File: src/mptu_pkg.sv
// Package: constants, codes and types of the proportional tracker
`default_nettype none
package mptu_pkg;
    localparam int NUM_CHANNELS = 4;
    localparam int CH_W = 2;
    localparam int CFG_IDX_W = 3;
    localparam int CFG_DATA_W = 32;

    localparam logic [1:0] REQ_TICK  = 2'd0;
    localparam logic [1:0] REQ_GOAL  = 2'd1;
    localparam logic [1:0] REQ_STATE = 2'd2;

    localparam logic [CFG_IDX_W-1:0] CFG_STEP  = 3'd0;
    localparam logic [CFG_IDX_W-1:0] CFG_MAXAC = 3'd1;
    localparam logic [CFG_IDX_W-1:0] CFG_EPS   = 3'd2;
    localparam logic [CFG_IDX_W-1:0] CFG_ANGLE = 3'd3;
    localparam logic [CFG_IDX_W-1:0] CFG_GAIN0 = 3'd4;
    localparam logic [CFG_IDX_W-1:0] CFG_GAIN1 = 3'd5;
    localparam logic [CFG_IDX_W-1:0] CFG_GAIN2 = 3'd6;
    localparam logic [CFG_IDX_W-1:0] CFG_GAIN3 = 3'd7;

    // 360 and 180 degrees in Q16.16, plus a multiple of 360 that lifts any
    // 33-bit signed value above zero
    localparam logic [33:0] DEG360   = 34'd23592960;
    localparam logic [33:0] DEG180   = 34'd11796480;
    localparam logic [33:0] WRAP_OFS = 34'd6039797760;
    localparam logic [3:0]  WRAP_TOP = 4'd8;

    typedef struct packed {
        logic [20:0] step_size;
        logic [20:0] max_accum;
        logic [15:0] epsilon;
        logic [3:0]  angle_mask;
        logic [NUM_CHANNELS-1:0][15:0] gain;
    } cfg_t;
endpackage
`default_nettype wire

File: src/mptu_if.sv
// Channel interfaces: request, result and configuration write
`default_nettype none
interface mptu_in_if;
    logic        valid;
    logic        ready;
    logic [1:0]  req_type;
    logic [1:0]  channel;
    logic signed [31:0] value;
    logic signed [31:0] dt;
    modport source (output valid, req_type, channel, value, dt, input ready);
    modport sink (input valid, req_type, channel, value, dt, output ready);
endinterface

interface mptu_out_if;
    logic        valid;
    logic        ready;
    logic [1:0]  out_channel;
    logic signed [31:0] state_value;
    logic        goal_reached;
    logic        last;
    modport source (output valid, out_channel, state_value, goal_reached, last,
                    input ready);
    modport sink (input valid, out_channel, state_value, goal_reached, last,
                  output ready);
endinterface

interface mptu_cfg_if;
    logic        valid;
    logic        ready;
    logic [mptu_pkg::CFG_IDX_W-1:0]  index;
    logic [mptu_pkg::CFG_DATA_W-1:0] data;
    modport source (output valid, index, data, input ready);
    modport sink (input valid, index, data, output ready);
endinterface
`default_nettype wire

File: src/mptu_cfg.sv
// Configuration register file
`default_nettype none
module mptu_cfg (
    input  wire logic      clk,
    input  wire logic      rst_n,
    mptu_cfg_if.sink       cfg,
    output mptu_pkg::cfg_t regs
);
    mptu_pkg::cfg_t regs_reg;
    logic [mptu_pkg::CH_W-1:0] gidx;

    assign cfg.ready = 1'b1;
    assign regs = regs_reg;
    assign gidx = mptu_pkg::CH_W'(cfg.index - mptu_pkg::CFG_GAIN0);

    always_ff @(posedge clk or negedge rst_n)
    begin
        if (!rst_n)
        begin
            regs_reg.step_size  <= 21'd1092;
            regs_reg.max_accum  <= 21'd6554;
            regs_reg.epsilon    <= 16'd1;
            regs_reg.angle_mask <= 4'd0;
            for (int i = 0; i < mptu_pkg::NUM_CHANNELS; i++)
            begin
                regs_reg.gain[i] <= 16'd256;
            end
        end
        else if (cfg.valid && cfg.ready)
        begin
            unique case (cfg.index)
                mptu_pkg::CFG_STEP:  regs_reg.step_size  <= cfg.data[20:0];
                mptu_pkg::CFG_MAXAC: regs_reg.max_accum  <= cfg.data[20:0];
                mptu_pkg::CFG_EPS:   regs_reg.epsilon    <= cfg.data[15:0];
                mptu_pkg::CFG_ANGLE: regs_reg.angle_mask <= cfg.data[3:0];
                mptu_pkg::CFG_GAIN0, mptu_pkg::CFG_GAIN1,
                mptu_pkg::CFG_GAIN2, mptu_pkg::CFG_GAIN3:
                begin
                    if ({1'b0, gidx} < (mptu_pkg::CH_W + 1)'(mptu_pkg::NUM_CHANNELS))
                    begin
                        regs_reg.gain[gidx] <= cfg.data[15:0];
                    end
                end
                default: ;
            endcase
        end
    end
endmodule
`default_nettype wire

File: src/multichannel_proportional_tracker_unit.sv
// Top level: multichannel proportional tracker with goal/state memories
// Set goal / set state: written on acceptance, no result; one transaction at a time.
// Tick, dt >= 0: S substeps after acceptance, each running a snap, linear or angle step
//   per channel (9-step modulo-360 sequencer, error and state).
// Then one result per channel (read, load, wait for ready); a negative dt goes straight there.
// Reset: asynchronous, active low; a clearing pass over every channel zeroes the memories.
`default_nettype none
module multichannel_proportional_tracker_unit (
    input  wire logic clk,
    input  wire logic rst_n,
    mptu_cfg_if.sink  cfg,
    mptu_in_if.sink   req,
    mptu_out_if.source rsp
);
    typedef enum logic [4:0] {
        S_CLR, S_IDLE, S_CHECK, S_RD, S_ERR, S_WRAP, S_MAG, S_MUL, S_PSAT,
        S_MULL, S_MULH, S_SUM, S_WRITE, S_NEXT, S_OUT_RD, S_OUT_LD, S_OUT_WAIT
    } st_t;

    mptu_pkg::cfg_t regs;

    st_t  st_reg;
    logic [mptu_pkg::CH_W-1:0] ch_reg;
    logic [20:0] accum_reg;
    logic        flag_reg;
    logic        wrap_ns_reg;
    logic [3:0]  k_reg;
    logic [33:0] mod_reg;
    logic signed [32:0] err_reg;
    logic signed [31:0] cur_reg;
    logic signed [31:0] gl_reg;
    logic signed [31:0] ns_reg;
    logic signed [49:0] prod_reg;
    logic signed [41:0] p_reg;
    logic [44:0] lo_reg;
    logic signed [39:0] hi_reg;
    logic        out_valid_reg;
    logic [mptu_pkg::CH_W-1:0] out_ch_reg;
    logic signed [31:0] out_val_reg;
    logic        out_last_reg;

    logic signed [31:0] goal_mem [mptu_pkg::NUM_CHANNELS];
    logic signed [31:0] state_mem [mptu_pkg::NUM_CHANNELS];
    logic signed [31:0] goal_rd_reg;
    logic signed [31:0] state_rd_reg;

    logic in_acc;
    logic ch_ok;
    logic ang;
    logic last_ch;
    logic goal_we, state_we;
    logic [mptu_pkg::CH_W-1:0] wr_addr;
    logic signed [31:0] goal_wd, state_wd;
    logic [32:0] acc_sum;
    logic [20:0] acc_clamped;
    logic signed [32:0] diff;
    logic [33:0] mod_step, mod_new;
    logic [32:0] mag;
    logic moving;
    logic signed [41:0] p_sh;
    logic signed [63:0] total;
    logic signed [47:0] d;
    logic signed [48:0] ns_w;
    logic signed [31:0] ns_sat;

    function automatic logic [33:0] DEG360_SH(input logic [3:0] k);
        DEG360_SH = mptu_pkg::DEG360 << k;
    endfunction

    mptu_cfg u_cfg (.clk(clk), .rst_n(rst_n), .cfg(cfg), .regs(regs));

    assign in_acc  = req.valid && req.ready;
    assign req.ready = (st_reg == S_IDLE);
    assign ch_ok   = {1'b0, req.channel} < (mptu_pkg::CH_W + 1)'(mptu_pkg::NUM_CHANNELS);
    assign ang     = regs.angle_mask[ch_reg];
    assign last_ch = ({1'b0, ch_reg} == (mptu_pkg::CH_W + 1)'(mptu_pkg::NUM_CHANNELS - 1));

    assign rsp.valid        = out_valid_reg;
    assign rsp.out_channel  = out_ch_reg;
    assign rsp.state_value  = out_val_reg;
    assign rsp.goal_reached = flag_reg;
    assign rsp.last         = out_last_reg;

    // memory write port: clearing pass, host writes, substep results
    always_comb
    begin
        goal_we  = 1'b0;
        state_we = 1'b0;
        wr_addr  = ch_reg;
        goal_wd  = req.value;
        state_wd = req.value;
        case (st_reg)
            S_CLR:
            begin
                goal_we  = 1'b1;
                state_we = 1'b1;
                goal_wd  = '0;
                state_wd = '0;
            end
            S_IDLE:
            begin
                wr_addr  = req.channel;
                goal_we  = in_acc && ch_ok && (req.req_type == mptu_pkg::REQ_GOAL);
                state_we = in_acc && ch_ok && (req.req_type == mptu_pkg::REQ_STATE);
            end
            S_MAG:
            begin
                state_we = !moving;
                state_wd = gl_reg;
            end
            S_WRITE:
            begin
                state_we = 1'b1;
                state_wd = ns_reg;
            end
            default: ;
        endcase
    end

    always_ff @(posedge clk)
    begin
        if (goal_we)
        begin
            goal_mem[wr_addr] <= goal_wd;
        end
        if (state_we)
        begin
            state_mem[wr_addr] <= state_wd;
        end
        goal_rd_reg  <= goal_mem[ch_reg];
        state_rd_reg <= state_mem[ch_reg];
    end

    assign acc_sum     = {12'd0, accum_reg} + {1'b0, req.dt};
    assign acc_clamped = (acc_sum > {12'd0, regs.max_accum}) ? regs.max_accum : acc_sum[20:0];
    assign diff        = {state_rd_reg[31], state_rd_reg} - {goal_rd_reg[31], goal_rd_reg};

    // one restoring step of the modulo-360 reduction
    assign mod_step = DEG360_SH(k_reg);
    assign mod_new  = (mod_reg >= mod_step) ? (mod_reg - mod_step) : mod_reg;

    assign mag    = err_reg[32] ? 33'(-err_reg) : 33'(err_reg);
    assign moving = mag > {17'd0, regs.epsilon};

    // floor shift; S_PSAT then clamps it to +-2^40
    assign p_sh = 42'(prod_reg >>> 8);

    assign total  = $signed({{2{hi_reg[39]}}, hi_reg, 22'd0} <<< 2)
                  + $signed({19'd0, lo_reg});
    assign d      = 48'(total >>> 16);
    assign ns_w   = 49'(cur_reg) - 49'(d);
    assign ns_sat = (ns_w > 49'sd2147483647) ? 32'sh7fffffff :
                    (ns_w < -49'sd2147483648) ? 32'sh80000000 : ns_w[31:0];

    always_ff @(posedge clk or negedge rst_n)
    begin
        if (!rst_n)
        begin
            st_reg        <= S_CLR;
            ch_reg        <= '0;
            accum_reg     <= '0;
            flag_reg      <= 1'b0;
            wrap_ns_reg   <= 1'b0;
            k_reg         <= '0;
            out_valid_reg <= 1'b0;
            out_last_reg  <= 1'b0;
            out_ch_reg    <= '0;
        end
        else
        begin
            unique case (st_reg)
                S_CLR:
                begin
                    if (last_ch)
                    begin
                        ch_reg <= '0;
                        st_reg <= S_IDLE;
                    end
                    else
                    begin
                        ch_reg <= ch_reg + 1'b1;
                    end
                end
                S_IDLE:
                begin
                    if (in_acc && req.req_type == mptu_pkg::REQ_TICK)
                    begin
                        ch_reg <= '0;
                        if (!req.dt[31])
                        begin
                            flag_reg  <= 1'b1;
                            accum_reg <= acc_clamped;
                            st_reg    <= S_CHECK;
                        end
                        else
                        begin
                            st_reg <= S_OUT_RD;
                        end
                    end
                end
                S_CHECK:
                begin
                    ch_reg <= '0;
                    if (regs.step_size != '0 && accum_reg > regs.step_size)
                    begin
                        st_reg <= S_RD;
                    end
                    else
                    begin
                        st_reg <= S_OUT_RD;
                    end
                end
                S_RD:
                begin
                    st_reg <= S_ERR;
                end
                S_ERR:
                begin
                    cur_reg <= state_rd_reg;
                    gl_reg  <= goal_rd_reg;
                    err_reg <= diff;
                    if (ang)
                    begin
                        mod_reg     <= diff[32] ? (34'(diff) + mptu_pkg::WRAP_OFS)
                                                : 34'(diff);
                        k_reg       <= mptu_pkg::WRAP_TOP;
                        wrap_ns_reg <= 1'b0;
                        st_reg      <= S_WRAP;
                    end
                    else
                    begin
                        st_reg <= S_MAG;
                    end
                end
                S_WRAP:
                begin
                    mod_reg <= mod_new;
                    k_reg   <= k_reg - 1'b1;
                    if (k_reg == '0)
                    begin
                        if (wrap_ns_reg)
                        begin
                            ns_reg <= mod_new[31:0];
                            st_reg <= S_WRITE;
                        end
                        else
                        begin
                            err_reg <= (mod_new >= mptu_pkg::DEG180)
                                     ? 33'(mod_new - mptu_pkg::DEG360) : 33'(mod_new);
                            st_reg  <= S_MAG;
                        end
                    end
                end
                S_MAG:
                begin
                    st_reg <= moving ? S_MUL : S_NEXT;
                end
                S_MUL:
                begin
                    prod_reg <= err_reg * $signed({1'b0, regs.gain[ch_reg]});
                    st_reg   <= S_PSAT;
                end
                S_PSAT:
                begin
                    if (p_sh > 42'sh10000000000)
                    begin
                        p_reg <= 42'sh10000000000;
                    end
                    else if (p_sh < -42'sh10000000000)
                    begin
                        p_reg <= -42'sh10000000000;
                    end
                    else
                    begin
                        p_reg <= p_sh;
                    end
                    st_reg <= S_MULL;
                end
                S_MULL:
                begin
                    lo_reg <= p_reg[23:0] * regs.step_size;
                    st_reg <= S_MULH;
                end
                S_MULH:
                begin
                    hi_reg <= $signed(p_reg[41:24]) * $signed({1'b0, regs.step_size});
                    st_reg <= S_SUM;
                end
                S_SUM:
                begin
                    flag_reg <= 1'b0;
                    if (ang)
                    begin
                        mod_reg     <= ns_sat[31] ? (34'(ns_sat) + mptu_pkg::WRAP_OFS)
                                                  : 34'(ns_sat);
                        k_reg       <= mptu_pkg::WRAP_TOP;
                        wrap_ns_reg <= 1'b1;
                        st_reg      <= S_WRAP;
                    end
                    else
                    begin
                        ns_reg <= ns_sat;
                        st_reg <= S_WRITE;
                    end
                end
                S_WRITE:
                begin
                    st_reg <= S_NEXT;
                end
                S_NEXT:
                begin
                    if (last_ch)
                    begin
                        accum_reg <= accum_reg - regs.step_size;
                        st_reg    <= S_CHECK;
                    end
                    else
                    begin
                        ch_reg <= ch_reg + 1'b1;
                        st_reg <= S_RD;
                    end
                end
                S_OUT_RD:
                begin
                    st_reg <= S_OUT_LD;
                end
                S_OUT_LD:
                begin
                    out_valid_reg <= 1'b1;
                    out_ch_reg    <= ch_reg;
                    out_val_reg   <= state_rd_reg;
                    out_last_reg  <= last_ch;
                    st_reg        <= S_OUT_WAIT;
                end
                S_OUT_WAIT:
                begin
                    if (rsp.ready)
                    begin
                        out_valid_reg <= 1'b0;
                        if (out_last_reg)
                        begin
                            ch_reg <= '0;
                            st_reg <= S_IDLE;
                        end
                        else
                        begin
                            ch_reg <= ch_reg + 1'b1;
                            st_reg <= S_OUT_RD;
                        end
                    end
                end
                default: st_reg <= S_IDLE;
            endcase
        end
    end
endmodule
`default_nettype wire

File: src/flat_wrapper.sv
// flat-port wrapper written by rule: the top's interface ports become plain ports
module multichannel_proportional_tracker_unit_flat 
  (clk, rst_n, cfg_valid, cfg_index, cfg_data, cfg_ready, req_valid, req_req_type, req_channel, req_value, req_dt, req_ready, rsp_valid, rsp_out_channel, rsp_state_value, rsp_goal_reached, rsp_last, rsp_ready);
  mptu_cfg_if cfg_i ();
  mptu_in_if req_i ();
  mptu_out_if rsp_i ();
  input  wire logic clk;
  input  wire logic rst_n;
  input wire logic [$bits(cfg_i.valid)-1:0] cfg_valid;
  input wire logic [$bits(cfg_i.index)-1:0] cfg_index;
  input wire logic [$bits(cfg_i.data)-1:0] cfg_data;
  output wire logic [$bits(cfg_i.ready)-1:0] cfg_ready;
  input wire logic [$bits(req_i.valid)-1:0] req_valid;
  input wire logic [$bits(req_i.req_type)-1:0] req_req_type;
  input wire logic [$bits(req_i.channel)-1:0] req_channel;
  input wire logic [$bits(req_i.value)-1:0] req_value;
  input wire logic [$bits(req_i.dt)-1:0] req_dt;
  output wire logic [$bits(req_i.ready)-1:0] req_ready;
  output wire logic [$bits(rsp_i.valid)-1:0] rsp_valid;
  output wire logic [$bits(rsp_i.out_channel)-1:0] rsp_out_channel;
  output wire logic [$bits(rsp_i.state_value)-1:0] rsp_state_value;
  output wire logic [$bits(rsp_i.goal_reached)-1:0] rsp_goal_reached;
  output wire logic [$bits(rsp_i.last)-1:0] rsp_last;
  input wire logic [$bits(rsp_i.ready)-1:0] rsp_ready;
  assign cfg_i.valid = cfg_valid;
  assign cfg_i.index = cfg_index;
  assign cfg_i.data = cfg_data;
  assign cfg_ready = cfg_i.ready;
  assign req_i.valid = req_valid;
  assign req_i.req_type = req_req_type;
  assign req_i.channel = req_channel;
  assign req_i.value = req_value;
  assign req_i.dt = req_dt;
  assign req_ready = req_i.ready;
  assign rsp_valid = rsp_i.valid;
  assign rsp_out_channel = rsp_i.out_channel;
  assign rsp_state_value = rsp_i.state_value;
  assign rsp_goal_reached = rsp_i.goal_reached;
  assign rsp_last = rsp_i.last;
  assign rsp_i.ready = rsp_ready;
  multichannel_proportional_tracker_unit u_core (.clk(clk), .rst_n(rst_n), .cfg(cfg_i), .req(req_i), .rsp(rsp_i));
endmodule
File: config.mk
export PLATFORM = sky130hd
export DESIGN_NAME = multichannel_proportional_tracker_unit_flat
export DESIGN_NICKNAME = d
export VERILOG_FILES = /design/src/mptu_pkg.sv /design/src/mptu_if.sv /design/src/mptu_cfg.sv /design/src/multichannel_proportional_tracker_unit.sv /design/src/flat_wrapper.sv
export SDC_FILE = /design/constraint.sdc
export NUM_CORES = 2
export LEC_CHECK = 0
export ABC_CLOCK_PERIOD_IN_PS = 14100
export CAP_MARGIN = 20
export CORE_ASPECT_RATIO = 0.7
export CORE_UTILIZATION = 40
export CTS_BUF_LIST = sky130_fd_sc_hd__clkbuf_16
export CTS_CLUSTER_SIZE = 24
export DETAILED_ROUTE_END_ITERATION = 8
export DONT_BUFFER_PORTS = 1
export SLEW_MARGIN = 0
export SYNTH_ARGS = -nofsm -noshare
export SYNTH_HDL_FRONTEND = slang
export SYNTH_HIERARCHICAL = 1
export SYNTH_SLANG_ARGS = --single-unit
export TNS_END_PERCENT = 30
File: constraint.sdc
create_clock -name clk -period 14.1 [get_ports clk]
set_clock_uncertainty 0.2 [all_clocks]
set_input_delay 2.82 -clock clk [delete_from_list [all_inputs] [get_ports clk]]
set_output_delay 2.82 -clock clk [all_outputs]
set_load 0.005 [all_outputs]
Yosys cells after proc, flatten, opt, wreduce, memory -nomap -nowiden. Memory sizes are Yosys's and may differ from the RTL's. A register that Yosys moved wholly into a read port is not among the register bits. Index checks and enable logic that the tools add are counted.

Add/sub/neg operators: 13. $mul: 3. Order comparisons: 12. Eq/ne operators: 39. Shift-type cells: 1. Muxes and demuxes: 68. Reduce and logical (&&, ||, !) cells: 46.

Operator list (count): 2-to-1 mux 32 bit (6); 2-to-1 mux 34 bit (5); 2-to-1 mux 33 bit (4); case mux 34 bit (3 select lines) (1); case mux 32 bit (3 select lines) (1); case mux 5 bit (17 select lines) (1); 2-to-1 mux 21 bit (4); adder 34 x 33 -> 34 bit (second input constant) (2); case mux 33 bit (2 select lines) (1); adder 64 x 46 -> 64 bit (1); bitwise mux 64 bit (1); case mux 32 bit (2 select lines) (1); multiplier 33 x 17 -> 50 bit (1); > comparator 49 x 32 -> 1 bit (second input constant) (1); less-than comparator 49 x 32 -> 1 bit (second input constant) (1); subtractor 32 x 48 -> 49 bit (1); multiplier 24 x 21 -> 45 bit (1); > comparator 42 bit (second input constant) (1); less-than comparator 42 x 41 -> 1 bit (second input constant) (1); 2-to-1 mux 42 bit (1); case mux 21 bit (2 select lines) (1); equality test 5 x 4 -> 1 bit (second input constant) (8); multiplier 18 x 22 -> 40 bit (1); greater-or-equal comparator 34 x 24 -> 1 bit (second input constant) (1); other kinds (55) (135).

Register bits: 536. Memory bits (writable): 256. Input port bits: 108. Output and inout port bits: 39. Logic and storage cells: 212. Memories kept: 2.

Memories: u_core.goal_mem (words 4, width 32, rd ports 1, clocked after Yosys merged registers in 1, write ports 1, line multichannel_proportional_tracker_unit.sv:42) `logic signed [31:0] goal_mem [mptu_pkg::NUM_CHANNELS];`; u_core.state_mem (words 4, width 32, rd ports 1, clocked after Yosys merged registers in 1, write ports 1, line multichannel_proportional_tracker_unit.sv:43) `logic signed [31:0] state_mem [mptu_pkg::NUM_CHANNELS];`.

Longest topological paths before layout.
Depth in word-level cells: 9. Gate-level depth with buffers: 35.

By module. Netlist, hierarchy kept.

By module, submodules not included: multichannel_proportional_tracker_unit (instances 1, cells an instance 8328, area an instance 82899.5 um^2, sequential area each 20369.5 um^2); mptu_cfg (instances 1, cells an instance 277, area an instance 4958.5 um^2, sequential area each 3171.8 um^2).

Worst setup path before layout. OpenSTA, ideal clock, no wires.

Path type: input -> register. Start: input rst_n. End: register u_core.ns_reg[0] (enable). Setup time: 0.594 ns. Data arrival time: 7.982 ns. Required time: 13.306 ns. Path slack: 5.324 ns. Stages: 2. Cell sequence: nand2_1 -> a2111oi_0.

Word-level cells in the longest chain between the ends: 1.

Ends and longest elaborated chain: start: declaration (line flat_wrapper.sv:8) `input wire logic rst_n;`; AND reduction 5 bit (no line); end signal: assignment (line multichannel_proportional_tracker_unit.sv:243) `ns_reg <= mod_new[31:0];`; end signal: assignment (line multichannel_proportional_tracker_unit.sv:302) `ns_reg <= ns_sat;`; end: declaration (line multichannel_proportional_tracker_unit.sv:32) `logic signed [31:0] ns_reg;`.

Every way passes these cells. A chain may end at the register's enable or synchronous reset.

Final worst setup path.
Start: register u_core/ch_reg[1] in the netlist's numbering. End: register u_core.prod_reg[49], data pin.

Word-level cells in the longest chain between the ends: 3.

Ends and longest elaborated chain: start: declaration (line multichannel_proportional_tracker_unit.sv:23) `logic [mptu_pkg::CH_W-1:0] ch_reg;`; start signal: assignment (line multichannel_proportional_tracker_unit.sv:181) `ch_reg <= ch_reg + 1'b1;`; start signal: assignment (line multichannel_proportional_tracker_unit.sv:319) `ch_reg <= ch_reg + 1'b1;`; start signal: assignment (line multichannel_proportional_tracker_unit.sv:347) `ch_reg <= ch_reg + 1'b1;`; binary-select mux 16 bit (select 2 bit) (line multichannel_proportional_tracker_unit.sv:260) `prod_reg <= err_reg * $signed({1'b0, regs.gain[ch_reg]});`; 2-to-1 mux 16 bit (not written as such) (line multichannel_proportional_tracker_unit.sv:260); multiplier 33 x 17 -> 50 bit (line multichannel_proportional_tracker_unit.sv:260); end signal: assignment (line multichannel_proportional_tracker_unit.sv:260); end: declaration (line multichannel_proportional_tracker_unit.sv:33) `logic signed [49:0] prod_reg;`.

Every way passes these cells. The select of a mux whose other input is x is not followed.

==> results.ini <==
[outcome]
status = finished clean

[cts]
root_buffer = clkbuf_16
clkSlewWorstSetupHoldPaths_ns = 0.06
cts_setup_buffers = 0
htree_levels = 3
numClockSinks = 832
clock_latency_ns = 0.72
cts_tree = yes
cts_buffers = 90
cts_resized = 0
cts_buffer_depth = 3
hold_buffers = 0

[place]
portBuffers = 0
dp_hpwl_mm = 190
place_congestion = 0.957

[logic_synthesis]
synth.most_common_cell = inv_1
synth-seq-area-share_pct = 26.8
syn_nets = 10600
ys_ff_latch = 832
yosys.area.top_type_share_pct = 27.9
yosysTopAreaCell = fa_1
synth_commonest_cells = 1499 x inv_1, 1224 x fa_1, 1153 x nand2_1, 617 x ha_1, 604 x edfxtp_1
synth-edff-count = 604
async_flop_share_pct = 19.7
synthFlopType = edfxtp_1
synth.avg_cell_area_sq_um = 10.2
ys_types = 109
synth_area_sq_um = 87900
yosys-top-cells-area = fa_1 28%, edfxtp_1 21%, ha_1 8.8%, inv_1 6.4%, nand2_1 4.9%
syn_inst = 8605
ys_warn_count = 6

[grt]
grt_max_degree = 168
gr-total-overflow = 0
grt_pass1_wl_mm = 385
antenna_found_initial = 13
grt_pass1_vias = 63900
grt_usage_pct = 22.5

[sta]
hold_viol_final = 0
maxSlewHeadroom_pct = 21.3
fmax_ghz = 0.105
setup_viol_count_final = 0
slew_viol_final = 0
fin_crit_ns = 9.50
rsz0062_at_grt = false
period_share_pct = 67.4
tightestPinTransition_ns = 1.18
setup_tns_ns = 0

[worst_hold_path]
hold_path.startpoint = u_core/goal_rd_reg[30]
hold_end = u_core/gl_reg[30]
hold_depth = 0
hp-class = reg2reg

[worst_setup_path]
crit_path_max_incr_delay_ns = 0.96
crit_top_cell = fa_1
path_max_fanout = 33
path_class = reg2reg
path_cells = mux4_2 > nand2_1 > fa_1 > inv_1 > fa_1 > inv_1 > fa_1 > inv_1 > fa_1 > inv_1 > fa_1 > inv_1 > fa_1 > ha_1 > or4_1 > nor3_1 > o31ai_1 > a21oi_1 > o21ai_0 > a221oi_1 > o21ai_0 > nand3_1 > a311oi_1 > xnor2_1
r2r-end = u_core/prod_reg[49]
r2r_slack_ns = 4.60
slowest_stage = mux4_2
worstPathRequired_ns = 14.37
setup.worst_path.start_class = register
reg2reg_depth = 24
endpoint_kind = register
worstPathArrival_ns = 9.77
timing.rr.start = u_core/ch_reg[1]

[detailed_routing]
route.detailed.drc = 0
dr.pass1.iters = 6
vias_per_cell = 5.42
vias = 61600
drt_iter0_drc = 5189
ant_nets = 0
wl_per_cell_um = 21.6
wl_mm = 246

[final_layout]
fillers = 20600
fin_nets = 10300
drive_above_1_share_pct = 6.53
synthToLayoutAreaGrowth_pct = 6.86

[floorplan]
dieArea_sq_um = 222000
die_h_um = 394
io_pins = 147
core_sq_um = 218000
row_count = 143
initial_core_util_pct = 40.4
die_w_um = 562

[job]
timing.max_cap.violations = 0

## area by class of cell
type,count,area [sq um],area share (%)
multi-input cells,5850,57100,60.8
inverters,1502,5640,6.01
repair buffers,115,968,1.03
flip-flops and latches,832,23500,25.1
well taps,2900,3630,3.86
clock buffers,94,2350,2.51
clock inverters,73,629,0.670
diodes,1,2.50,0.00267
## critical path, delay by kind of cell, from the launching register on
| family | cells | cell delay (ns) |
|---|---|---|
| buffers and inverters | 5 | 0.28 |
| AND/OR/NAND/NOR | 4 | 1.25 |
| XOR/XNOR | 1 | 0.39 |
| multiplexers | 1 | 0.96 |
| adder cells (fa/ha/maj) | 7 | 3.26 |
| AO/OA/AOI/OAI | 6 | 2.10 |
| flip-flops | 1 | 0.72 |
## layout by cell type, fill, tap and decap left out, types with 15 or more instances in the layout
cell type,n
o31ai_1,25
a211oi_1,30
dfxtp_1,64
mux2_2,114
mux4_2,81
nor4_1,37
clkbuf_16,94
nor2_1,245
nor2b_1,44
xnor2_1,191
o21bai_1,25
o22ai_1,26
ha_1,617
mux2i_1,41
mux2_4,20
a21oi_1,282
dfstp_2,15
o21a_1,62
xor2_1,81
nand3_1,72
clkinv_1,22
dfrtp_1,147
and2_1,552
and3_1,29
inv_1,1516
a22oi_1,45
fa_1,1224
a31oi_1,46
nand2b_1,39
or3_1,20
nand4_1,57
buf_4,108
nor3_1,81
o211ai_1,28
a21o_1,121
nand2_1,1153
o21ai_0,198
edfxtp_1,604
## worst max path at each step
stage	from	end	slack, ns	cells after the start
3_3_place_gp	u_core/ch_reg[1]	u_core/prod_reg[49]	4.73	24
5_1_grt	u_core/ch_reg[0]	u_core/prod_reg[49]	4.22	24
3_5_place_dp	u_core/ch_reg[1]	u_core/prod_reg[49]	4.61	24
2_1_floorplan	rst_n	u_core/ns_reg[0]	5.32	2
4_1_cts	u_core/ch_reg[0]	u_core/prod_reg[49]	4.58	24
6_report	u_core/ch_reg[1]	u_core/prod_reg[49]	4.60	24
## metrics by stage
| stage | std cells | setup WS, ns | utilization (%) | hold WS (ns) | instance area, sq um |
|---|---|---|---|---|---|
| after global placement | 11200 | 4.73 | 41.7 | 0.219 | 90700 |
| after floorplan | 8605 | 5.32 | - | 0.208 | 87900 |
| final | 11400 | 4.60 | 43.2 | 0.231 | 93900 |
| after global routing | 11400 | 4.22 | 43.2 | 0.252 | 93900 |
| after detailed placement | 11200 | 4.61 | 41.7 | 0.216 | 90800 |
| after CTS | 11400 | 4.58 | 43.1 | 0.232 | 93700 |
## per-layer routing
| layer | vias up | part of all wire [%] | GRT usage [%] |
|---|---|---|---|
| met3 | 295 | 8.3 | 4.67 |
| met2 | 2169 | 43 | 33.6 |
| met1 | 31800 | 46 | 33.6 |
| li1 | 27300 | - | - |
| met5 | - | 0.011 | 0 |
| met4 | 4 | 2.3 | 5.06 |
## cells by family after synthesis
logic type	Yosys count	synth area share, %
xor gates and xnor gates	272	2.71
DFF	832	26.8
other	1	0.00427
muxes	258	4.37
AOI/OAI and AO/OA	1041	7.67
buffers and inverters	1923	8.37
and+or+nand+nor	2437	13.4
adders and majority gates	1841	36.7
Power is not shown: default switching activity piles up to over one toggle a cycle in this logic, so the estimate is an artifact.
